===== src/bcd_pkg.sv =====
// Shared types and codes for the button click detector.
`default_nettype none

package bcd_pkg;

    // Event codes carried on held_event and fired_event
    typedef enum logic [2:0] {
        EV_NONE   = 3'd0,
        EV_DOWN   = 3'd1,
        EV_UP     = 3'd2,
        EV_SINGLE = 3'd4,
        EV_DOUBLE = 3'd5,
        EV_LSTART = 3'd6,
        EV_LHOLD  = 3'd7
    } event_t;

    // Configuration register indexes
    typedef enum logic [1:0] {
        CFG_ACTIVE_LEVEL   = 2'd0,
        CFG_DEBOUNCE_COUNT = 2'd1,
        CFG_SHORT_LIMIT    = 2'd2,
        CFG_LONG_LIMIT     = 2'd3
    } cfg_index_t;

    localparam int unsigned CFG_DATA_WIDTH = 16;
    localparam int unsigned LIMIT_WIDTH    = 16;
    localparam int unsigned DEB_WIDTH      = 3;
    localparam int unsigned COUNT_WIDTH    = 4;
    localparam logic [COUNT_WIDTH-1:0] COUNT_MAX = '1;

    // One result word
    typedef struct packed {
        event_t                 held_event;
        logic                   event_fired;
        event_t                 fired_event;
        logic                   repeat_hit;
        logic [COUNT_WIDTH-1:0] press_count;
    } result_t;

endpackage

`default_nettype wire


===== src/button_click_detector_top.sv =====
// Top level of the button click detector: registers, config and handshakes.
//
//  channel | direction | handshake             | payload
//  --------+-----------+-----------------------+------------------------------------
//  in      | input     | in_valid / in_stall   | raw_level
//  out     | output    | out_valid / out_stall | held_event, event_fired,
//          |           |                       | fired_event, repeat_hit, press_count
//  cfg     | input     | cfg_we                | cfg_index, cfg_wdata
//
// One sample a cycle while in_stall is low: a word waits in the input register,
// then the debouncer and click machine update and write the result register.
// out_valid rises once the word has moved from the input register into the
// result register.
// Reset clears all control state and loads the register defaults.
// A stall on out holds the result register; in stalls only when both
// registers are full and the result is not taken.
`default_nettype none

module button_click_detector_top #(
    parameter int unsigned TICK_WIDTH = 16
) (
    input  wire logic                                 clk,
    input  wire logic                                 rst_n,
    input  wire logic                                 in_valid,
    output logic                                      in_stall,
    input  wire logic                                 raw_level,
    output logic                                      out_valid,
    input  wire logic                                 out_stall,
    output logic [2:0]                                held_event,
    output logic                                      event_fired,
    output logic [2:0]                                fired_event,
    output logic                                      repeat_hit,
    output logic [bcd_pkg::COUNT_WIDTH-1:0]           press_count,
    input  wire logic                                 cfg_we,
    input  wire logic [1:0]                           cfg_index,
    input  wire logic [bcd_pkg::CFG_DATA_WIDTH-1:0]   cfg_wdata
);

    logic                               active_reg;
    logic [bcd_pkg::DEB_WIDTH-1:0]      deb_count_reg;
    logic [bcd_pkg::LIMIT_WIDTH-1:0]    short_reg;
    logic [bcd_pkg::LIMIT_WIDTH-1:0]    long_reg;
    logic                               in_valid_reg;
    logic                               raw_reg;
    logic                               out_valid_reg;
    bcd_pkg::result_t                   out_reg;
    bcd_pkg::result_t                   result;
    logic                               advance;
    logic                               stable_now;
    logic                               set_level;

    assign set_level = cfg_we && (cfg_index == bcd_pkg::CFG_ACTIVE_LEVEL);

    // Configuration registers
    always_ff @(posedge clk or negedge rst_n)
    begin
        if (!rst_n)
        begin
            active_reg    <= 1'b0;
            deb_count_reg <= bcd_pkg::DEB_WIDTH'(3);
            short_reg     <= bcd_pkg::LIMIT_WIDTH'(60);
            long_reg      <= bcd_pkg::LIMIT_WIDTH'(200);
        end
        else if (cfg_we)
        begin
            unique case (cfg_index)
                bcd_pkg::CFG_ACTIVE_LEVEL:   active_reg    <= cfg_wdata[0];
                bcd_pkg::CFG_DEBOUNCE_COUNT: deb_count_reg <= cfg_wdata[bcd_pkg::DEB_WIDTH-1:0];
                bcd_pkg::CFG_SHORT_LIMIT:    short_reg     <= cfg_wdata[bcd_pkg::LIMIT_WIDTH-1:0];
                bcd_pkg::CFG_LONG_LIMIT:     long_reg      <= cfg_wdata[bcd_pkg::LIMIT_WIDTH-1:0];
                default:                     active_reg    <= active_reg;
            endcase
        end
    end

    // Move the input word into the result register when there is room
    assign advance  = in_valid_reg && (!out_valid_reg || !out_stall);
    assign in_stall = in_valid_reg && !advance;

    // Input register
    always_ff @(posedge clk or negedge rst_n)
    begin
        if (!rst_n)
        begin
            in_valid_reg <= 1'b0;
        end
        else if (!in_stall)
        begin
            in_valid_reg <= in_valid;
        end
    end

    always_ff @(posedge clk)
    begin
        if (in_valid && !in_stall)
        begin
            raw_reg <= raw_level;
        end
    end

    bcd_debounce u_debounce (
        .clk            (clk),
        .rst_n          (rst_n),
        .advance        (advance),
        .raw_level      (raw_reg),
        .debounce_count (deb_count_reg),
        .set_level      (set_level),
        .set_value      (cfg_wdata[0]),
        .stable_now     (stable_now)
    );

    bcd_fsm #(
        .TICK_WIDTH (TICK_WIDTH)
    ) u_fsm (
        .clk         (clk),
        .rst_n       (rst_n),
        .advance     (advance),
        .pressed     (stable_now == active_reg),
        .short_limit (short_reg),
        .long_limit  (long_reg),
        .result      (result)
    );

    // Result register
    always_ff @(posedge clk or negedge rst_n)
    begin
        if (!rst_n)
        begin
            out_valid_reg <= 1'b0;
        end
        else if (advance)
        begin
            out_valid_reg <= 1'b1;
        end
        else if (!out_stall)
        begin
            out_valid_reg <= 1'b0;
        end
    end

    always_ff @(posedge clk)
    begin
        if (advance)
        begin
            out_reg <= result;
        end
    end

    assign out_valid   = out_valid_reg;
    assign held_event  = out_reg.held_event;
    assign event_fired = out_reg.event_fired;
    assign fired_event = out_reg.fired_event;
    assign repeat_hit  = out_reg.repeat_hit;
    assign press_count = out_reg.press_count;

    // A quiet tick carries no event code
    a_quiet_code: assert property (@(posedge clk) disable iff (!rst_n)
        (out_valid && !event_fired) |-> (fired_event == bcd_pkg::EV_NONE))
        else $error("fired_event set without event_fired");

    // A repeat hit only comes with a press down
    a_repeat_down: assert property (@(posedge clk) disable iff (!rst_n)
        (out_valid && repeat_hit) |-> (event_fired && fired_event == bcd_pkg::EV_DOWN))
        else $error("repeat_hit without press down");

    // A fired event is latched as the held event
    a_held_follows: assert property (@(posedge clk) disable iff (!rst_n)
        (out_valid && event_fired) |-> (held_event == fired_event))
        else $error("held_event does not match fired event");

    // Input stalls only behind a full, stalled result register
    a_stall_cause: assert property (@(posedge clk) disable iff (!rst_n)
        in_stall |-> (in_valid_reg && out_valid_reg && out_stall))
        else $error("input stalled without back-pressure");

endmodule

`default_nettype wire


===== src/bcd_debounce.sv =====
// Debouncer: moves the stable level after enough differing samples in a row.
`default_nettype none

module bcd_debounce (
    input  wire logic                           clk,
    input  wire logic                           rst_n,
    input  wire logic                           advance,
    input  wire logic                           raw_level,
    input  wire logic [bcd_pkg::DEB_WIDTH-1:0]  debounce_count,
    input  wire logic                           set_level,
    input  wire logic                           set_value,
    output logic                                stable_now
);

    logic                          stable_reg;
    logic                          stable_next;
    logic [bcd_pkg::DEB_WIDTH-1:0] cnt_reg;
    logic [bcd_pkg::DEB_WIDTH-1:0] cnt_next;
    logic [bcd_pkg::DEB_WIDTH-1:0] cnt_inc;

    // Count differing samples; flip the stable level at the threshold
    always_comb
    begin
        cnt_inc     = cnt_reg + 1'b1;
        stable_next = stable_reg;
        cnt_next    = '0;
        if (raw_level != stable_reg)
        begin
            if (cnt_inc >= debounce_count)
            begin
                stable_next = raw_level;
            end
            else
            begin
                cnt_next = cnt_inc;
            end
        end
    end

    assign stable_now = stable_next;

    // Hold debounce state; a write of the active level forces released
    always_ff @(posedge clk or negedge rst_n)
    begin
        if (!rst_n)
        begin
            stable_reg <= 1'b1;
            cnt_reg    <= '0;
        end
        else if (set_level)
        begin
            stable_reg <= ~set_value;
        end
        else if (advance)
        begin
            stable_reg <= stable_next;
            cnt_reg    <= cnt_next;
        end
    end

endmodule

`default_nettype wire


===== src/bcd_fsm.sv =====
// Click state machine: turns the debounced level into button events.
`default_nettype none

module bcd_fsm #(
    parameter int unsigned TICK_WIDTH = 16
) (
    input  wire logic                             clk,
    input  wire logic                             rst_n,
    input  wire logic                             advance,
    input  wire logic                             pressed,
    input  wire logic [bcd_pkg::LIMIT_WIDTH-1:0]  short_limit,
    input  wire logic [bcd_pkg::LIMIT_WIDTH-1:0]  long_limit,
    output bcd_pkg::result_t                      result
);

    localparam int unsigned CW =
        (TICK_WIDTH > bcd_pkg::LIMIT_WIDTH) ? TICK_WIDTH : bcd_pkg::LIMIT_WIDTH;
    localparam logic [TICK_WIDTH-1:0] TICK_MAX = '1;

    typedef enum logic [2:0] {
        ST_IDLE     = 3'd0,
        ST_PRESSED  = 3'd1,
        ST_RELEASED = 3'd2,
        ST_REPRESS  = 3'd3,
        ST_LONG     = 3'd5
    } state_t;

    state_t                               state_reg;
    state_t                               state_next;
    logic [TICK_WIDTH-1:0]                tick_reg;
    logic [TICK_WIDTH-1:0]                tick_next;
    logic [TICK_WIDTH-1:0]                tick_inc;
    logic [bcd_pkg::COUNT_WIDTH-1:0]      rep_reg;
    logic [bcd_pkg::COUNT_WIDTH-1:0]      rep_next;
    bcd_pkg::event_t                      last_reg;
    bcd_pkg::event_t                      last_next;
    logic                                 fired;
    bcd_pkg::event_t                      code;
    logic                                 rep_hit;
    logic [CW-1:0]                        tick_ext;
    logic [CW-1:0]                        short_ext;
    logic [CW-1:0]                        long_ext;

    // Advance the tick count while a sequence is open
    always_comb
    begin
        if (state_reg != ST_IDLE && tick_reg != TICK_MAX)
        begin
            tick_inc = tick_reg + 1'b1;
        end
        else
        begin
            tick_inc = tick_reg;
        end
        tick_ext  = CW'(tick_inc);
        short_ext = CW'(short_limit);
        long_ext  = CW'(long_limit);
    end

    // Next state and event decode
    always_comb
    begin
        state_next = state_reg;
        tick_next  = tick_inc;
        rep_next   = rep_reg;
        last_next  = last_reg;
        fired      = 1'b0;
        code       = bcd_pkg::EV_NONE;
        rep_hit    = 1'b0;
        unique case (state_reg)
            ST_IDLE:
            begin
                if (pressed)
                begin
                    fired      = 1'b1;
                    code       = bcd_pkg::EV_DOWN;
                    tick_next  = '0;
                    rep_next   = bcd_pkg::COUNT_WIDTH'(1);
                    state_next = ST_PRESSED;
                end
                else
                begin
                    last_next = bcd_pkg::EV_NONE;
                end
            end
            ST_PRESSED:
            begin
                if (!pressed)
                begin
                    fired      = 1'b1;
                    code       = bcd_pkg::EV_UP;
                    tick_next  = '0;
                    state_next = ST_RELEASED;
                end
                else if (tick_ext > long_ext)
                begin
                    fired      = 1'b1;
                    code       = bcd_pkg::EV_LSTART;
                    state_next = ST_LONG;
                end
            end
            ST_RELEASED:
            begin
                if (pressed)
                begin
                    fired   = 1'b1;
                    code    = bcd_pkg::EV_DOWN;
                    rep_hit = 1'b1;
                    if (rep_reg != bcd_pkg::COUNT_MAX)
                    begin
                        rep_next = rep_reg + 1'b1;
                    end
                    tick_next  = '0;
                    state_next = ST_REPRESS;
                end
                else if (tick_ext > short_ext)
                begin
                    // Click counts above two close silently
                    if (rep_reg == bcd_pkg::COUNT_WIDTH'(1))
                    begin
                        fired = 1'b1;
                        code  = bcd_pkg::EV_SINGLE;
                    end
                    else if (rep_reg == bcd_pkg::COUNT_WIDTH'(2))
                    begin
                        fired = 1'b1;
                        code  = bcd_pkg::EV_DOUBLE;
                    end
                    state_next = ST_IDLE;
                end
            end
            ST_REPRESS:
            begin
                if (!pressed)
                begin
                    fired = 1'b1;
                    code  = bcd_pkg::EV_UP;
                    if (tick_ext < short_ext)
                    begin
                        tick_next  = '0;
                        state_next = ST_RELEASED;
                    end
                    else
                    begin
                        state_next = ST_IDLE;
                    end
                end
            end
            ST_LONG:
            begin
                fired = 1'b1;
                if (pressed)
                begin
                    code = bcd_pkg::EV_LHOLD;
                end
                else
                begin
                    code       = bcd_pkg::EV_UP;
                    state_next = ST_IDLE;
                end
            end
            default:
            begin
                state_next = ST_IDLE;
            end
        endcase
        if (fired)
        begin
            last_next = code;
        end
    end

    // Pack the result word
    always_comb
    begin
        result.held_event  = last_next;
        result.event_fired = fired;
        result.fired_event = code;
        result.repeat_hit  = rep_hit;
        result.press_count = rep_next;
    end

    // Hold machine state
    always_ff @(posedge clk or negedge rst_n)
    begin
        if (!rst_n)
        begin
            state_reg <= ST_IDLE;
            tick_reg  <= '0;
            rep_reg   <= '0;
            last_reg  <= bcd_pkg::EV_NONE;
        end
        else if (advance)
        begin
            state_reg <= state_next;
            tick_reg  <= tick_next;
            rep_reg   <= rep_next;
            last_reg  <= last_next;
        end
    end

endmodule

`default_nettype wire

===== config.mk =====
export PLATFORM = sky130hd
export DESIGN_NAME = button_click_detector_top
export DESIGN_NICKNAME = d
export VERILOG_FILES = /design/src/bcd_pkg.sv /design/src/button_click_detector_top.sv /design/src/bcd_debounce.sv /design/src/bcd_fsm.sv
export SDC_FILE = /design/constraint.sdc
export NUM_CORES = 1
export LEC_CHECK = 0
export ABC_AREA = 1
export BUFFER_PORTS_ARGS = -buffer_cell sky130_fd_sc_hd__buf_2
export CORE_AREA = 2 2 104 96
export CTS_BUF_LIST = sky130_fd_sc_hd__clkbuf_8 sky130_fd_sc_hd__clkbuf_16
export DETAILED_ROUTE_END_ITERATION = 10
export DIE_AREA = 0 0 106 98
export PLACE_DENSITY_LB_ADDON = 0.25
export SETUP_SLACK_MARGIN = 0.15
export SLEW_MARGIN = 30
export SYNTH_ARGS = -nofsm -noshare
export SYNTH_HDL_FRONTEND = slang
export SYNTH_SLANG_ARGS = --single-unit

===== constraint.sdc =====
create_clock -name clk -period 2.8 [get_ports clk]
set_input_delay 0.84 -clock clk [delete_from_list [all_inputs] [get_ports clk]]
set_output_delay 0.84 -clock clk [all_outputs]
set_load 0.05 [all_outputs]

==> metrics.md, run 1 <==
| Metric | Value |
|---|---|
| Layout cells sized above 1 | 34.05% |
| WL/cell | 14.21 µm |
| Slowest cell on the critical path | dfrtp_1 |
| Slowest stage delay, CP | 0.40 ns |
| Status | finished, violations left |
| CP Buf/Inv Count | 3 |
| Flops & latches, synth | 81 |
| Synth Cell Area | 0.004991 mm² |
| Pin count of the biggest net entering global routing | 69 |
| Worst setup margin | -0.4758 ns |
| DIE AREA | 0.01039 mm² |
| DR pass1 iterations | 4 |
| WS Path Type | register to register |
| Required @ worst endpoint | between 3 and 4 ns |
| CP Cell Sequence | ha_4 > nand3_4 > nor3_4 > nand3_2 > nand2_4 > buf_6 > nor2_4 > nand3_2 > xor2_2 > inv_2 > ha_1 > nand2_2 > nor2_1 > nor2_1 > nand2_1 > nand2_2 > nand2_4 > buf_6 > o21ai_4 > nand2_4 > nand3_2 > o21ai_1 |
| PwrDens | 933.7 mW/mm² |
| Final slew viol count | 0 |
| Leading cell type in the layout, fill and taps excluded | nand2_1 |
| CTS Buffer Depth | 2 |
| GRT Overall Usage | 24.24% |
| Horiz. Die Dim | 106 µm |
| Met2 Usage GRT | a little over two fifths |
| Hold Path Class | input port to async pin |
| GRT busiest layer | met2 |
| Layout Utilization | 70.46% |
| R2r endpoint | u_fsm.tick_reg[9] |
| GRT met3 Usage | 4.806% |
| Worst IR drop on VDD | 0.0007029 V |
| Height of the die | approximately 98 µm |
| Pre-CTS setup slack | -0.4119 ns |
| Max cap viols | 0 |
| Levels on crit path | 22 |
| Delay-heaviest family, CP | simple AND/OR/NAND/NOR gates |
| Vias | 4,450 |
| Register area share after synthesis | 42.17% |
| FF-to-FF path depth | 22 |
| Final HPWL DP | 8.023 mm |
| Most frequent cells in the layout | 139 x nand2_1, 101 x inv_1, 68 x buf_4, 58 x dfrtp_1, 45 x o21ai_0 |
| Final Wtd Congestion | 0.9462 |
| Vias per std cell | 5.139 |
| Area after DPL | 0.005737 mm² |
| I/O Pins | 38 |
| Leakage | about 3.4 nW |
| Worst-skew pair later-pin latency | 0.36 ns |
| Initial Utilization | 53.09% |
| Iter 0 DRT Violations | 239 |
| Antenna violations before repair | 0 |
| Failing checks | setup timing |
| Clock-pin slew on the worst setup and hold paths | 0.08 ns |
| Area delta synth->final | 32.71% |
| Syn Inst Count | roughly 620 |
| Fin crit share | 117.0% |
| Vias in the first global route | 4,399 |
| Clk sinks | 81 |
| Worst R2R Setup Slack | -0.48 ns |
| Crit end category | register |
| Worst Skew | 0.01504 ns |
| Tmin final | 3.276 ns |
| CTS tree | yes |
| Drt total wl | about 12 mm |
| Row count | 34 |
| PortBufs | 37 |
| Tightest Pin Transition | 0.5642 ns |
| Number of setup violations in the final report | 29 |
| First-pass GRT wire length | a little over 20 mm |
| Arrival time worst endpoint | 3.52 ns |
| H-tree depth | 3 |
| Post-synthesis average cell area | 7.998 µm² |
| Number of synthesized flops with an enable pin | 13 |
| Core Area | 0.009402 mm² |
| Final Hold Viols | 0 |
| Yosys cell types | 42 |
| Syn. warnings | 0 |
| Slew headroom | 62.30% |
| Critical Path Start Type | register |
| Ant. Diodes | 0 |
| TritonCTS Buffers | 9 |
| Antenna Violating Nets Remaining | 0 |
| Placed Cells | 830 |
| GRT overflow | 0 |
| Fillcell total | 705 |
| Detailed-route DRC error count | 0 |
| Final instance area | 0.006624 mm² |
| Syn_nets | 688 |
| Max Fanout on Critical Path | 8 |
| Final std cells w/o fill | 866 |
| RSZ-0062 raised after global routing | true |
| Root Buffer | clkbuf_8 |
| Fraction of registers with async set/reset | 83.95% |
| Total Nets Final | 799 |
| Ys flop type | dfrtp_1 |
| Fmax | just over 300 MHz |
| FF-to-FF Start | u_fsm.tick_reg[0] |
| Grt met1 use | roughly 30% |
==> report_power, final <==
group	internal [mW]	switching, mW
clock network	0.506	0.418
logic	1.39	2.21
registers	1.51	0.144
total	3.41	2.78
==> what timing repair did <==
action                                  4_1_cts  5_1_grt
setup buffers                                 9       10
hold buffers                                  0        0
resized for setup                            57       63
cloned                                        1        0
pin swaps                                    16       28
endpoints found under the setup margin       30       37
==> how the worst max path moves through the flow <==
stage | from | to | slack, ns
2_1_floorplan | u_fsm.tick_reg[0] | held_event[2] | -0.02
3_3_place_gp | u_fsm.tick_reg[0] | u_fsm.tick_reg[0] | -0.25
3_5_place_dp | u_fsm.tick_reg[0] | held_event[2] | -0.41
4_1_cts | u_fsm.tick_reg[0] | held_event[0] | -0.27
5_1_grt | u_fsm.tick_reg[0] | held_event[2] | -0.61
6_report | u_fsm.tick_reg[0] | u_fsm.tick_reg[9] | -0.48
==> metrics by stage <==
stage | hold slack (ns) | power, mW | TNS [ns]
3_5_place_dp | 0.4729 | 4.496 | -9.928
4_1_cts | 0.4925 | 5.750 | -5.784
3_3_place_gp | 0.4673 | 4.395 | -5.935
5_1_grt | 0.5090 | 6.620 | -15.93
6_report | 0.4725 | 6.185 | -11.63
2_1_floorplan | 0.4440 | 3.756 | -0.02920
==> synthesized netlist by cell type (3+ instances only) <==
library cell | number | area (µm²)
nand2_1 | 156 | 585.6
inv_1 | 106 | 397.9
o21ai_0 | 59 | 295.3
dfrtp_1 | 58 | 1451
nand3_1 | 42 | 210.2
ha_1 | 40 | 500.5
nor2_1 | 34 | 127.6
a21oi_1 | 16 | 80.08
xor2_1 | 15 | 131.4
edfxtp_1 | 13 | 390.4
dfstp_2 | 10 | 262.8
clkbuf_1 | 8 | 30.03
nand2_2 | 7 | 43.79
o21ai_1 | 6 | 30.03
nand3_2 | 5 | 50.05
nand4_1 | 5 | 31.28
nor3_1 | 5 | 25.02
nand2_4 | 3 | 33.78
nor4_1 | 3 | 18.77
==> layout make-up <==
class | instances | area [µm²] | area share (%)
multi-input cells | 420 | 2929 | 44.22
flip-flops and latches | 81 | 2105 | 31.77
repair buffers | 112 | 783.3 | 11.82
inverters | 111 | 431.7 | 6.517
clock buffers | 12 | 176.4 | 2.663
well taps | 126 | 157.7 | 2.380
clock inverters | 4 | 41.29 | 0.6233
==> layer usage <==
metal	vias up	part of all wire, %	routed length (µm)
met2	83	51	6275
met5	-	0	0
li1	2211	-	-
met3	20	3.8	462
met4	0	1.6	201
met1	2136	44	5370
==> cells by family (layout without fill, tap and decap cells) <==
logic type	Yosys count	count (layout)	synth area share (%)
AND/OR/NAND/NOR	272	273	25.19
buffers and inverters	124	239	10.10
AO/OA/AOI/OAI	90	90	9.526
flip-flops	81	81	42.17
adder cells (fa/ha/maj)	40	40	10.03
XOR/XNOR	17	17	2.983
(Power assumes the default switching activity.)
==> inputs of run 2 (changes only) <==
Settings changed: CELL_PAD_IN_SITES_DETAIL_PLACEMENT set to 0, CELL_PAD_IN_SITES_GLOBAL_PLACEMENT set to 1, CORE_AREA 2 2 104 96 to 2 2 120 110, DIE_AREA 0 0 106 98 to 0 0 122 112.
==> metrics.md, run 2 (synthesized netlist as in run 1, its figures left out) <==
| Metric | Value |
|---|---|
| PortBufs | 37 (unchanged) |
| TritonCTS Buffers | 9 (unchanged) |
| Final Wtd Congestion | 0.8954 (-5.4%) |
| Final instance area | 0.006669 mm² (+0.68%) |
| Max layer used | met4 |
| Hold Path Class | register to register |
| Vias in the first global route | 4,171 (-5.2%) |
| Crit end category | register |
| Initial Utilization | 40.11% (-13 points) |
| H-tree depth | 3 (unchanged) |
| Iter 0 DRT Violations | 257 (+7.5%) |
| Max Fanout on Critical Path | 8 (unchanged) |
| Worst-skew pair later-pin latency | 0.35 ns (about the same) |
| Met3 WL post-DR | 357 µm (-23%) |
| Area delta synth->final | 33.62% |
| Height of the die | 112 µm (+14%) |
| Delay-heaviest family, CP | compound AO/OA/AOI/OAI gates |
| WL/cell | 13.10 µm (-7.8%) |
| Horiz. Die Dim | 122 µm (+15%) |
| FF-to-FF Start | u_fsm.tick_reg[0] |
| Number of setup violations in the final report | 29 (unchanged) |
| Fin crit share | 111.9% (-5.1 points) |
| Hold Crit Depth | 2 |
| CP Cell Sequence | buf_4 > buf_4 > nand3_2 > nor4_2 > xor2_1 > nand2_1 > o21ai_0 > inv_1 > ha_4 > a21oi_1 > o21ai_1 > a21oi_4 > nand2_4 > buf_6 > o21ai_2 > nand2_2 > clkbuf_16 > nand2_1 > o21ai_1 |
| Leading cell type in the layout, fill and taps excluded | nand2_1 |
| DR pass1 iterations | 4 (unchanged) |
| CP Buf/Inv Count | 5 (+2) |
| R2r endpoint | u_fsm.tick_reg[15] |
| Worst IR drop on VDD | 0.0004478 V (-36%) |
| Required @ worst endpoint | 3.03 ns (about the same) |
| CTS Buffer Depth | 2 (unchanged) |
| Worst Skew | 0.007247 ns (-0.007792 ns) |
| Final HPWL DP | 8.553 mm (+6.6%) |
| Critical Path Start Type | register |
| FF-to-FF path depth | 19 (-14%) |
| Root Buffer | clkbuf_16 |
| Clock-pin slew on the worst setup and hold paths | 0.06 ns (-0.02 ns) |
| Core Area | 0.01244 mm² (+32%) |
| Tmin final | 3.133 ns (-0.1423 ns) |
| Hold endpoint | long_reg[4] |
| PwrDens | 974.8 mW/mm² (+4.4%) |
| Area after DPL | 0.005864 mm² (+2.2%) |
| Ant. Diodes | 0 (unchanged) |
| Row count | 39 (+15%) |
| First-pass GRT wire length | 19.82 mm (-2.1%) |
| Total Nets Final | 799 (unchanged) |
| Clk sinks | 81 (unchanged) |
| GRT overflow | 0 (unchanged) |
| Final Hold Viols | 0 (unchanged) |
| CTS tree | yes |
| Worst R2R Setup Slack | -0.33 ns (+0.14 ns) |
| Layout cells sized above 1 | 31.49% (-2.6 points) |
| RSZ-0062 raised after global routing | true |
| Hold slack | 0.4840 ns (+0.01150 ns) |
| Worst Hold Launch | long_reg[4] |
| DIE AREA | 0.01366 mm² (+32%) |
| Met2 wire length | 5.552 mm (-12%) |
| Most frequent cells in the layout | 139 x nand2_1, 103 x inv_1, 69 x buf_4, 58 x dfrtp_1, 46 x o21ai_0 |
| Vias | 4,348 (-2.3%) |
| Total Power | 6.501 mW (+5.1%) |
| Slowest cell on the critical path | dfrtp_1 |
| Fmax | 319.1 MHz (+4.5%) |
| Final slew viol count | 0 (unchanged) |
| Max cap viols | 0 (unchanged) |
| Slowest stage delay, CP | 0.40 ns (about the same) |
| Leakage | 3.396 nW (+0.67%) |
| WS Path Type | register to register |
| Slew headroom | 62.28% (about the same) |
| Status | finished, violations left |
| Hold-fix buffers, CTS | 0 (unchanged) |
| GRT Overall Usage | 18.29% (-6.0 points) |
| Drt total wl | 11.84 mm (-3.8%) |
| Detailed-route DRC error count | 0 (unchanged) |
| I/O Pins | 38 (unchanged) |
| Failing checks | setup timing |
| Arrival time worst endpoint | 3.36 ns (-0.16 ns) |
| Antenna violations before repair | 0 (unchanged) |
| Tightest Pin Transition | 0.5658 ns (+0.001541 ns) |
| Wl on met1 | 5.779 mm (+7.6%) |
| Pin count of the biggest net entering global routing | 48 (-30%) |
| Worst setup margin | -0.3335 ns (+0.1423 ns) |
| Antenna Violating Nets Remaining | 0 (unchanged) |
| Vias per std cell | 4.810 (-6.4%) |
| Pre-CTS setup slack | -0.4670 ns (-0.05509 ns) |
[run 2: cell types whose count changed in the layout (fill, tap and decap cells not counted), sizes merged]
cell | before | now
clkinv | 2 | 3
inv | 112 | 111
bufinv | 1 | 2
nand2 | 168 | 167
[run 2: timing repair]
item | 4_1_cts | 5_1_grt
gates cloned | 0 | 1
resized for setup | 18 | 76
buffers inserted | 2 | 8
setup endpoints to repair | 29 | 37
pin swaps | 6 | 33
[run 2: per-stage QoR]
step / util, % / TNS (ns) / instances
detailed placement: 47.13 / -9.517 / 877
global placement: 47.13 / -8.296 / 877
CTS: 50.32 / -8.728 / 895
finish: 53.59 / -7.915 / 904
floorplan: - / -0.02920 / 624
global route: 53.59 / -13.87 / 904
[run 2: worst min-delay path, delay by kind of cell (launching register included)]
family	cells	cell delay, ns
AOI/OAI and AO/OA	1	0.06
DFF	1	0.34
and+or+nand+nor	1	0.05
[run 2: layout make-up]
type	count	area, µm²
sequential	81	2105
inverter	111	441.7
tap	164	205.2
timing repair buffer	113	813.3
clock inverter	5	71.32
fill	1171	5774
clock buffer	11	252.7
multi-input combinational	419	2780
[run 2: routing by layer]
layer | vias up | GRT usage [%]
li1 | 2208 | -
met1 | 2078 | 25.20
met2 | 51 | 28.79
met3 | 11 | 3.740
met4 | 0 | 5.900
met5 | - | 0
[run 2: worst max-delay path by stage]
stage | start | end | slack [ns] | cells after the start
floorplan | u_fsm.tick_reg[0] | held_event[2] | -0.02 | 22
global placement | u_fsm.tick_reg[0] | held_event[0] | -0.42 | 20
detailed placement | u_fsm.tick_reg[0] | held_event[2] | -0.47 | 20
CTS | u_fsm.tick_reg[0] | held_event[2] | -0.37 | 24
global route | u_fsm.tick_reg[0] | u_fsm.state_reg[1] | -0.53 | 21
finish | u_fsm.tick_reg[0] | u_fsm.tick_reg[15] | -0.33 | 19
[run 2: where the power goes]
group          switching (mW)  internal [mW]  leakage, nW
clock                   0.467          0.820        0.170
sequential              0.139           1.52        0.980
combinational            2.11           1.45         2.25
